File: config.mk
export PLATFORM = sky130hd
export DESIGN_NAME = quadtree_node_index_unit_flat
export DESIGN_NICKNAME = d
export VERILOG_FILES = /design/src/sv/qni_pkg.sv /design/src/sv/qni_req_if.sv /design/src/sv/qni_rsp_if.sv /design/src/sv/quadtree_node_index_unit.sv /design/src/flat_wrapper.sv
export SDC_FILE = /design/constraint.sdc
export NUM_CORES = 1
export LEC_CHECK = 0
export BUFFER_PORTS_ARGS = -buffer_cell sky130_fd_sc_hd__buf_2
export CORE_AREA = 2 2 226 162
export CTS_CLUSTER_DIAMETER = 50
export DETAILED_ROUTE_END_ITERATION = 8
export DIE_AREA = 0 0 228 164
export GPL_ROUTABILITY_DRIVEN = 0
export PLACE_DENSITY = 0.85
export SYNTH_ARGS = -nofsm -noshare
export SYNTH_HDL_FRONTEND = slang
export SYNTH_SLANG_ARGS = --single-unit
export TNS_END_PERCENT = 5
File: constraint.sdc
create_clock -name clk_i -period 6.7 [get_ports clk_i]
set_input_delay 0.67 -clock clk_i [delete_from_list [all_inputs] [get_ports clk_i]]
set_output_delay 0.67 -clock clk_i [all_outputs]
set_load 0.005 [all_outputs]
File: src/sv/qni_pkg.sv
// ----------------------------------------------------------------------------
// qni_pkg
// Shared widths and register codes of the quadtree node index unit.
// ----------------------------------------------------------------------------
package qni_pkg;

  localparam int LEVEL_W  = 4;
  localparam int SECTOR_W = 8;
  localparam int COORD_W  = 16;
  localparam int COUNT_W  = 9;
  localparam int INDEX_W  = 32;
  localparam int APB_AW   = 4;
  localparam int APB_DW   = 32;

  // register index (paddr[3:2])
  localparam logic [1:0] REG_MAX_LEVEL = 2'd0;
  localparam logic [1:0] REG_SECTORS_X = 2'd1;
  localparam logic [1:0] REG_SECTORS_Z = 2'd2;

endpackage

File: src/sv/qni_req_if.sv
// ----------------------------------------------------------------------------
// qni_req_if
// Request channel: one node lookup word per handshake.
// ----------------------------------------------------------------------------
interface qni_req_if import qni_pkg::*; ();
  logic                valid;
  logic                ready;
  logic                command;
  logic [LEVEL_W-1:0]  level;
  logic [SECTOR_W-1:0] sector_x;
  logic [SECTOR_W-1:0] sector_z;
  logic [COORD_W-1:0]  coord_x;
  logic [COORD_W-1:0]  coord_z;

  modport source (output valid, command, level, sector_x, sector_z, coord_x, coord_z,
                  input ready);
  modport sink   (input valid, command, level, sector_x, sector_z, coord_x, coord_z,
                  output ready);
endinterface

File: src/sv/qni_rsp_if.sv
// ----------------------------------------------------------------------------
// qni_rsp_if
// Response channel: one slot word per handshake.
// ----------------------------------------------------------------------------
interface qni_rsp_if import qni_pkg::*; ();
  logic               valid;
  logic               ready;
  logic               valid_res;
  logic [INDEX_W-1:0] node_index;

  modport source (output valid, valid_res, node_index, input ready);
  modport sink   (input valid, valid_res, node_index, output ready);
endinterface

File: src/sv/quadtree_node_index_unit.sv
// ----------------------------------------------------------------------------
// quadtree_node_index_unit
// Linear slot of a quadtree node in a sector-major, level-major node table.
// ----------------------------------------------------------------------------
//  channel | dir | handshake           | word
//  req_i   | in  | valid / ready       | command, level, sector_x/z, coord_x/z
//  rsp_o   | out | valid / ready       | valid_res, node_index
//  apb     | in  | psel/penable/pready | max_level, sectors_x, sectors_z
//
//  Four register stages: range check and level offsets, sector index
//  multiply-add, sector base multiply, final add with overflow check.
//  One word is taken every cycle when rsp_o is not stalled.
//  Each stage holds its word while the next one is full and stalled, so a stall backs up
//  stage by stage and bubbles are squeezed out.
//  Reset clears all stage valid bits and loads max_level 0, sectors 1 x 1.
// ----------------------------------------------------------------------------
module quadtree_node_index_unit import qni_pkg::*; #(
  parameter int LEVEL_LIMIT  = 8,
  parameter int SECTOR_LIMIT = 256
) (
  input  logic              clk_i,
  input  logic              rst_ni,
  input  logic              psel,
  input  logic              penable,
  input  logic              pwrite,
  input  logic [APB_AW-1:0] paddr,
  input  logic [APB_DW-1:0] pwdata,
  output logic [APB_DW-1:0] prdata,
  output logic              pready,
  qni_req_if.sink           req_i,
  qni_rsp_if.source         rsp_o
);

  localparam int LW    = LEVEL_LIMIT;          // local coordinate bits
  localparam int PW    = 2 * LEVEL_LIMIT;      // per-sector count / offset bits
  localparam int SIW   = 18;                   // sector index bits
  localparam int PRW   = SIW + PW;
  localparam int SUMW  = (PRW + 1 > INDEX_W + 1) ? PRW + 1 : INDEX_W + 1;
  localparam int CAP   = (SECTOR_LIMIT > 511) ? 511 : SECTOR_LIMIT;
  localparam logic [COUNT_W-1:0] CAP_V = COUNT_W'(CAP);

  // (4^n - 1) / 3: n ones on even bit positions
  function automatic logic [PW-1:0] gsum(input logic [LEVEL_W:0] n);
    logic [PW-1:0] r;
    r = '0;
    for (int i = 0; i < PW / 2; i++) begin
      r[2*i] = (i < int'(n));
    end
    return r;
  endfunction

  // ---------------------------------------------------------------- config
  logic [LEVEL_W-1:0] max_level_q;
  logic [COUNT_W-1:0] sectors_x_q, sectors_z_q;
  logic               cfg_wr;

  assign cfg_wr = psel && penable && pwrite;
  assign pready = 1'b1;

  always_ff @(posedge clk_i or negedge rst_ni) begin
    if (!rst_ni) begin
      max_level_q <= '0;
      sectors_x_q <= COUNT_W'(1);
      sectors_z_q <= COUNT_W'(1);
    end else if (cfg_wr) begin
      case (paddr[3:2])
        REG_MAX_LEVEL: max_level_q <= pwdata[LEVEL_W-1:0];
        REG_SECTORS_X: sectors_x_q <= pwdata[COUNT_W-1:0];
        REG_SECTORS_Z: sectors_z_q <= pwdata[COUNT_W-1:0];
        default: ;
      endcase
    end
  end

  always_comb begin
    case (paddr[3:2])
      REG_MAX_LEVEL: prdata = APB_DW'(max_level_q);
      REG_SECTORS_X: prdata = APB_DW'(sectors_x_q);
      REG_SECTORS_Z: prdata = APB_DW'(sectors_z_q);
      default:       prdata = '0;
    endcase
  end

  logic [COUNT_W-1:0] nx, nz;
  assign nx = (sectors_x_q > CAP_V) ? CAP_V : sectors_x_q;
  assign nz = (sectors_z_q > CAP_V) ? CAP_V : sectors_z_q;

  // ---------------------------------------------------------------- flow
  logic va_q, vb_q, vc_q, vd_q;
  logic rdy_a, rdy_b, rdy_c, rdy_d;

  assign rdy_d = !vd_q || rsp_o.ready;
  assign rdy_c = !vc_q || rdy_d;
  assign rdy_b = !vb_q || rdy_c;
  assign rdy_a = !va_q || rdy_b;
  assign req_i.ready = rdy_a;

  always_ff @(posedge clk_i or negedge rst_ni) begin
    if (!rst_ni) begin
      va_q <= 1'b0;
      vb_q <= 1'b0;
      vc_q <= 1'b0;
      vd_q <= 1'b0;
    end else begin
      if (rdy_a) va_q <= req_i.valid;
      if (rdy_b) vb_q <= va_q;
      if (rdy_c) vc_q <= vb_q;
      if (rdy_d) vd_q <= vc_q;
    end
  end

  // ---------------------------------------------------------------- stage A
  logic [LEVEL_W-1:0]  d;
  logic [COORD_W-1:0]  smask, sx_e, sz_e, lx_e, lz_e;
  logic                lvl_ok, loc_ok, sec_ok;
  logic [PW-1:0]       per_a, off_a, loc_a;

  assign lvl_ok = (int'(max_level_q) < LEVEL_LIMIT) && (req_i.level <= max_level_q);
  assign d      = max_level_q - req_i.level;
  assign smask  = ~({COORD_W{1'b1}} << d);
  assign lx_e   = req_i.coord_x & smask;
  assign lz_e   = req_i.coord_z & smask;
  assign sx_e   = req_i.command ? (req_i.coord_x >> d) : COORD_W'(req_i.sector_x);
  assign sz_e   = req_i.command ? (req_i.coord_z >> d) : COORD_W'(req_i.sector_z);
  // sector mode: local coordinate must already lie inside the side
  assign loc_ok = req_i.command ||
                  (((req_i.coord_x & ~smask) == '0) && ((req_i.coord_z & ~smask) == '0));
  assign sec_ok = (sx_e < COORD_W'(nx)) && (sz_e < COORD_W'(nz));

  assign per_a = gsum({1'b0, max_level_q} + 5'd1);
  assign off_a = per_a - gsum({1'b0, d} + 5'd1);
  assign loc_a = ({{LW{1'b0}}, lz_e[LW-1:0]} << d) | {{LW{1'b0}}, lx_e[LW-1:0]};

  logic                ok_a_q;
  logic [COUNT_W-1:0]  sx_a_q, sz_a_q;
  logic [PW-1:0]       per_a_q, off_a_q, loc_a_q;

  always_ff @(posedge clk_i) begin
    if (rdy_a && req_i.valid) begin
      ok_a_q  <= lvl_ok && loc_ok && sec_ok;
      sx_a_q  <= sx_e[COUNT_W-1:0];
      sz_a_q  <= sz_e[COUNT_W-1:0];
      per_a_q <= per_a;
      off_a_q <= off_a;
      loc_a_q <= loc_a;
    end
  end

  // ---------------------------------------------------------------- stage B
  logic          ok_b_q;
  logic [SIW-1:0] sidx_b_q;
  logic [PW-1:0]  per_b_q, offl_b_q;

  always_ff @(posedge clk_i) begin
    if (rdy_b && va_q) begin
      ok_b_q   <= ok_a_q;
      sidx_b_q <= SIW'(sz_a_q) * SIW'(nx) + SIW'(sx_a_q);
      per_b_q  <= per_a_q;
      offl_b_q <= off_a_q + loc_a_q;   // stays below per_sector
    end
  end

  // ---------------------------------------------------------------- stage C
  logic           ok_c_q;
  logic [PRW-1:0] base_c_q;
  logic [PW-1:0]  offl_c_q;

  always_ff @(posedge clk_i) begin
    if (rdy_c && vb_q) begin
      ok_c_q   <= ok_b_q;
      base_c_q <= PRW'(sidx_b_q) * PRW'(per_b_q);
      offl_c_q <= offl_b_q;
    end
  end

  // ---------------------------------------------------------------- stage D
  logic [SUMW-1:0]    slot;
  logic               fit;
  logic               res_d_q;
  logic [INDEX_W-1:0] idx_d_q;

  assign slot = SUMW'(base_c_q) + SUMW'(offl_c_q);
  assign fit  = (slot[SUMW-1:INDEX_W] == '0);

  always_ff @(posedge clk_i) begin
    if (rdy_d && vc_q) begin
      res_d_q <= ok_c_q && fit;
      idx_d_q <= (ok_c_q && fit) ? slot[INDEX_W-1:0] : '0;
    end
  end

  assign rsp_o.valid      = vd_q;
  assign rsp_o.valid_res  = res_d_q;
  assign rsp_o.node_index = idx_d_q;

  // ---------------------------------------------------------------- checks
  a_take_fills_a: assert property (@(posedge clk_i) disable iff (!rst_ni)
    (req_i.valid && req_i.ready) |=> va_q)
    else $error("accepted request did not land in stage A");

  a_full_blocks: assert property (@(posedge clk_i) disable iff (!rst_ni)
    (va_q && vb_q && vc_q && vd_q && !rsp_o.ready) |-> !req_i.ready)
    else $error("request taken while pipeline is full and stalled");

  a_ok_level: assert property (@(posedge clk_i) disable iff (!rst_ni)
    (va_q && ok_a_q) |-> (int'(max_level_q) < LEVEL_LIMIT))
    else $error("stage A marked valid with max_level out of range");

  a_zero_idx: assert property (@(posedge clk_i) disable iff (!rst_ni)
    (rsp_o.valid && !rsp_o.valid_res) |-> (rsp_o.node_index == '0))
    else $error("invalid result carries nonzero index");

endmodule
File: src/flat_wrapper.sv
// flat-port wrapper written by rule: the top's interface ports become plain ports
module quadtree_node_index_unit_flat import qni_pkg::*;
#(
  parameter int LEVEL_LIMIT  = 8,
  parameter int SECTOR_LIMIT = 256
)
  (clk_i, rst_ni, psel, penable, pwrite, paddr, pwdata, prdata, pready, req_i_valid, req_i_command, req_i_level, req_i_sector_x, req_i_sector_z, req_i_coord_x, req_i_coord_z, req_i_ready, rsp_o_valid, rsp_o_valid_res, rsp_o_node_index, rsp_o_ready);
  qni_req_if req_i_i ();
  qni_rsp_if rsp_o_i ();
  input  logic clk_i;
  input  logic rst_ni;
  input  logic psel;
  input  logic penable;
  input  logic pwrite;
  input  logic [APB_AW-1:0] paddr;
  input  logic [APB_DW-1:0] pwdata;
  output logic [APB_DW-1:0] prdata;
  output logic pready;
  input wire logic [$bits(req_i_i.valid)-1:0] req_i_valid;
  input wire logic [$bits(req_i_i.command)-1:0] req_i_command;
  input wire logic [$bits(req_i_i.level)-1:0] req_i_level;
  input wire logic [$bits(req_i_i.sector_x)-1:0] req_i_sector_x;
  input wire logic [$bits(req_i_i.sector_z)-1:0] req_i_sector_z;
  input wire logic [$bits(req_i_i.coord_x)-1:0] req_i_coord_x;
  input wire logic [$bits(req_i_i.coord_z)-1:0] req_i_coord_z;
  output wire logic [$bits(req_i_i.ready)-1:0] req_i_ready;
  output wire logic [$bits(rsp_o_i.valid)-1:0] rsp_o_valid;
  output wire logic [$bits(rsp_o_i.valid_res)-1:0] rsp_o_valid_res;
  output wire logic [$bits(rsp_o_i.node_index)-1:0] rsp_o_node_index;
  input wire logic [$bits(rsp_o_i.ready)-1:0] rsp_o_ready;
  assign req_i_i.valid = req_i_valid;
  assign req_i_i.command = req_i_command;
  assign req_i_i.level = req_i_level;
  assign req_i_i.sector_x = req_i_sector_x;
  assign req_i_i.sector_z = req_i_sector_z;
  assign req_i_i.coord_x = req_i_coord_x;
  assign req_i_i.coord_z = req_i_coord_z;
  assign req_i_ready = req_i_i.ready;
  assign rsp_o_valid = rsp_o_i.valid;
  assign rsp_o_valid_res = rsp_o_i.valid_res;
  assign rsp_o_node_index = rsp_o_i.node_index;
  assign rsp_o_i.ready = rsp_o_ready;
  quadtree_node_index_unit #(.LEVEL_LIMIT(LEVEL_LIMIT), .SECTOR_LIMIT(SECTOR_LIMIT)) u_core (.clk_i(clk_i), .rst_ni(rst_ni), .psel(psel), .penable(penable), .pwrite(pwrite), .paddr(paddr), .pwdata(pwdata), .prdata(prdata), .pready(pready), .req_i(req_i_i), .rsp_o(rsp_o_i));
endmodule
==> impl_metrics.env <==
export IMPL_yosysWarnings=0
export IMPL_fillers=2633
export IMPL_fin_crit_ns=6.375
export IMPL_synth_area_top_cells="edfxtp_1 27%, ha_1 17%, fa_1 14%, and2_1 5.7%, inv_1 5.1%"
export IMPL_ys_seq_area_share_pct=29.74
export IMPL_wirelength_um=45430
export IMPL_critPathLaunch="u_core.per_b_q[14]"
export IMPL_path_clk_slew_ns=0.06
export IMPL_setup_viol=0
export IMPL_endpoint_kind="register"
export IMPL_placed_cells=2641
export IMPL_grt_pass1_vias=15170
export IMPL_tightest_slew_ns=1.279
export IMPL_overflow=0
export IMPL_cap_viol_max_count=0
export IMPL_synth_compound_area_share_pct=10.64
export IMPL_hold_path_class="in2async"
export IMPL_finalNonFillerCells=2684
export IMPL_skew_ns=0.01947
export IMPL_cts_tree="built"
export IMPL_worstReg2RegEnd="u_core.base_c_q[31]"
export IMPL_r2r_start="u_core.per_b_q[14]"
export IMPL_period_share_pct=95.15
export IMPL_synthMuxAreaShare_pct=3.806
export IMPL_ctsResizeCount=0
export IMPL_crit_top_cell="fa_1"
export IMPL_via_count=15330
export IMPL_synth_edf_count=185
export IMPL_clock_latency_ns=0.54
export IMPL_cts_buffer_depth=3
export IMPL_core_area_mm2=0.03527
export IMPL_dp_hpwl_um=36020
export IMPL_drive_above_1_share_pct=10.21
export IMPL_startpoint_type="register"
export IMPL_portBuffers=114
export IMPL_wire_per_inst_um=16.93
export IMPL_cts_sinks=211
export IMPL_maxSlewViolCount=0
export IMPL_path_class="reg2reg"
export IMPL_grt_setup_unrepaired="no"
export IMPL_arrival_ns=6.66
export IMPL_worstPathRequired_ns=6.99
export IMPL_netlist_area_mm2=0.02087
export IMPL_fmax_mhz=156.9
export IMPL_synth_seq_cells=211
export IMPL_synthAdderAreaFrac_pct=30.47
export IMPL_clockRootBuffer="clkbuf_16"
export IMPL_netlist_area_leader_share_pct=26.61
export IMPL_grt_max_degree=60
export IMPL_cts_setup_buffers=0
export IMPL_status="complete, no violations"
export IMPL_initial_core_util_pct=59.18
export IMPL_ant_nets=0
export IMPL_synth_xor_area_share_pct=3.519
export IMPL_ios=164
export IMPL_fp_dieW_um=228
export IMPL_dieArea_mm2=0.03739
export IMPL_drt_iter0_drc=1273
export IMPL_hold_violations=0
export IMPL_grt_util_all_layers_pct=24.36
export IMPL_regToRegSetupSlack_ns=0.32
export IMPL_row_count=58
export IMPL_post_synth_inst_count=2098
export IMPL_vias_per_cell=5.712
export IMPL_synthSimpleGateAreaFrac_pct=14.63
export IMPL_synth_top_cell_by_area="edfxtp_1"
export IMPL_crit_end="u_core.base_c_q[31]"
export IMPL_grt_pass1_wl_um=74570
export IMPL_synth_top_family_by_area="adder cells"
export IMPL_synth_top_cells_by_count="283 x inv_1, 282 x ha_1, 189 x and2_1, 185 x edfxtp_1, 164 x nand2_1"
export IMPL_critical_path_cell_chain="and2_1 > ha_1 > fa_1 > fa_1 > fa_1 > fa_1 > inv_1 > fa_1 > inv_1 > ha_1 > a21o_1 > a21o_1 > a21oi_1 > o22ai_1 > o31ai_1 > nand3b_1 > a31oi_1 > a22oi_1 > xor2_1"
export IMPL_ys_types=79
export IMPL_h_tree_depth=1
export IMPL_cp_depth=19
export IMPL_maxSlewHeadroom_pct=14.61
export IMPL_critPathMaxStageDelay_ns=0.61
export IMPL_reg2reg_depth=19
export IMPL_synth_area_per_cell_um2=9.949
export IMPL_hold_buffers=0
export IMPL_crit_fanout=18
export IMPL_ys_flop_type="edfxtp_1"
export IMPL_setup_tns_ns=0
export IMPL_drc=0
export IMPL_syn2layout_area_growth_pct=8.494
export IMPL_numCtsBuffers=24
export IMPL_antenna_found_initial=0
export IMPL_async_reset_ff_share_pct=12.32
export IMPL_final_nets=2706
export IMPL_synth_most_common_cell="inv_1"
export IMPL_die_h_um=164
export IMPL_first_pass_iters=6
export IMPL_cp_slowest_cell="edfxtp_1"
export IMPL_critical_path_buf_inv_count=2
export IMPL_critical_path_top_delay_family="adder cells"
export IMPL_antenna_cells=0
==> cell type report <==
| class | count | area (µm²) | area share, % |
|---|---|---|---|
| clock inverters | 17 | 227.7 | 1.006 |
| multi-input cells | 1539 | 13280 | 58.62 |
| well taps | 480 | 600.6 | 2.652 |
| inverters | 286 | 1074 | 4.740 |
| repair buffers | 125 | 653.1 | 2.884 |
| flip-flops and latches | 211 | 6208 | 27.41 |
| clock buffers | 26 | 608.1 | 2.685 |
==> registers in the layout, summed over array words and instances, names as in the netlist, 4 cells and up <==
signal and cells:
u_core.base_c_q 33, u_core.rsp_o.node_index 32, u_core.sidx_b_q 18, u_core.loc_a_q 16, u_core.off_a_q 16, u_core.offl_b_q 16
u_core.offl_c_q 16, u_core.sectors_x_q 9, u_core.sectors_z_q 9, u_core.sx_a_q 9, u_core.sz_a_q 9, u_core.per_a_q 8
u_core.per_b_q 8, u_core.max_level_q 4
==> through the flow <==
stage	worst slack (ns)	util (%)	hold slack (ns)	instance area (µm²)
global placement	0.5133	61.84	0.4026	21810
detailed placement	0.3885	61.84	0.4045	21810
global route	0.03413	64.21	0.2094	22650
finish	0.3249	64.21	0.1707	22650
CTS	0.3897	64.21	0.1724	22650
floorplan	0.9118	-	0.3744	20960
==> worst min-delay path by stage <==
stage                            startpoint                     to  cells past startpoint
after floorplan                      rst_ni  u_core.max_level_q[0]                      0
after global placement        u_core.ok_a_q          u_core.ok_b_q                      0
after detailed placement  u_core.per_a_q[6]      u_core.per_b_q[6]                      0
after CTS                            rst_ni  u_core.sectors_z_q[1]                      1
after global routing                 rst_ni  u_core.sectors_z_q[1]                      1
final                                rst_ni  u_core.sectors_z_q[4]                      1
==> cells by family after synthesis <==
kind of cell / after synthesis
AOI/OAI and AO/OA: 336
muxes: 71
and+or+nand+nor: 601
adders and majority gates: 424
buffers and inverters: 370
DFF: 211
other: 2
xor gates and xnor gates: 83
==> placed cells by master, fill, tap and decap left out, types with 8 or more instances in the layout <==
| cell | synthesis | layout |
|---|---|---|
| a211oi_1 | 26 | 26 |
| a21o_1 | 38 | 38 |
| a21oi_1 | 91 | 91 |
| a22o_1 | 10 | 10 |
| a31oi_1 | 14 | 14 |
| and2_1 | 189 | 186 |
| and3_1 | 15 | 15 |
| buf_2 | 11 | 114 |
| buf_4 | 24 | 11 |
| clkbuf_16 | 0 | 24 |
| conb_1 | 2 | 24 |
| dfrtp_1 | 24 | 24 |
| edfxtp_1 | 185 | 185 |
| fa_1 | 141 | 140 |
| ha_1 | 282 | 281 |
| inv_1 | 283 | 283 |
| mux2_2 | 27 | 27 |
| mux2i_1 | 40 | 39 |
| nand2_1 | 164 | 164 |
| nand2b_1 | 13 | 13 |
| nand3_1 | 37 | 37 |
| nand4_1 | 9 | 9 |
| nor2_1 | 98 | 98 |
| nor2b_1 | 34 | 33 |
| nor3_1 | 21 | 21 |
| o211ai_1 | 12 | 12 |
| o21ai_0 | 70 | 70 |
| o22ai_1 | 8 | 8 |
| xnor2_1 | 52 | 52 |
| xor2_1 | 30 | 30 |
==> layer usage <==
metal	track usage, %	wire (µm)	share of wire, %	up-vias
met3	4.132	3359	7.4	97
met2	40.58	20760	46	645
met4	6.566	1073	2.4	0
met5	0	0	0	-
met1	33.25	20240	45	7310
li1	-	-	-	7280
Power is left out: the tool's default activity adds up to more than one toggle a clock period on the data nets, which glitch-free logic cannot reach.
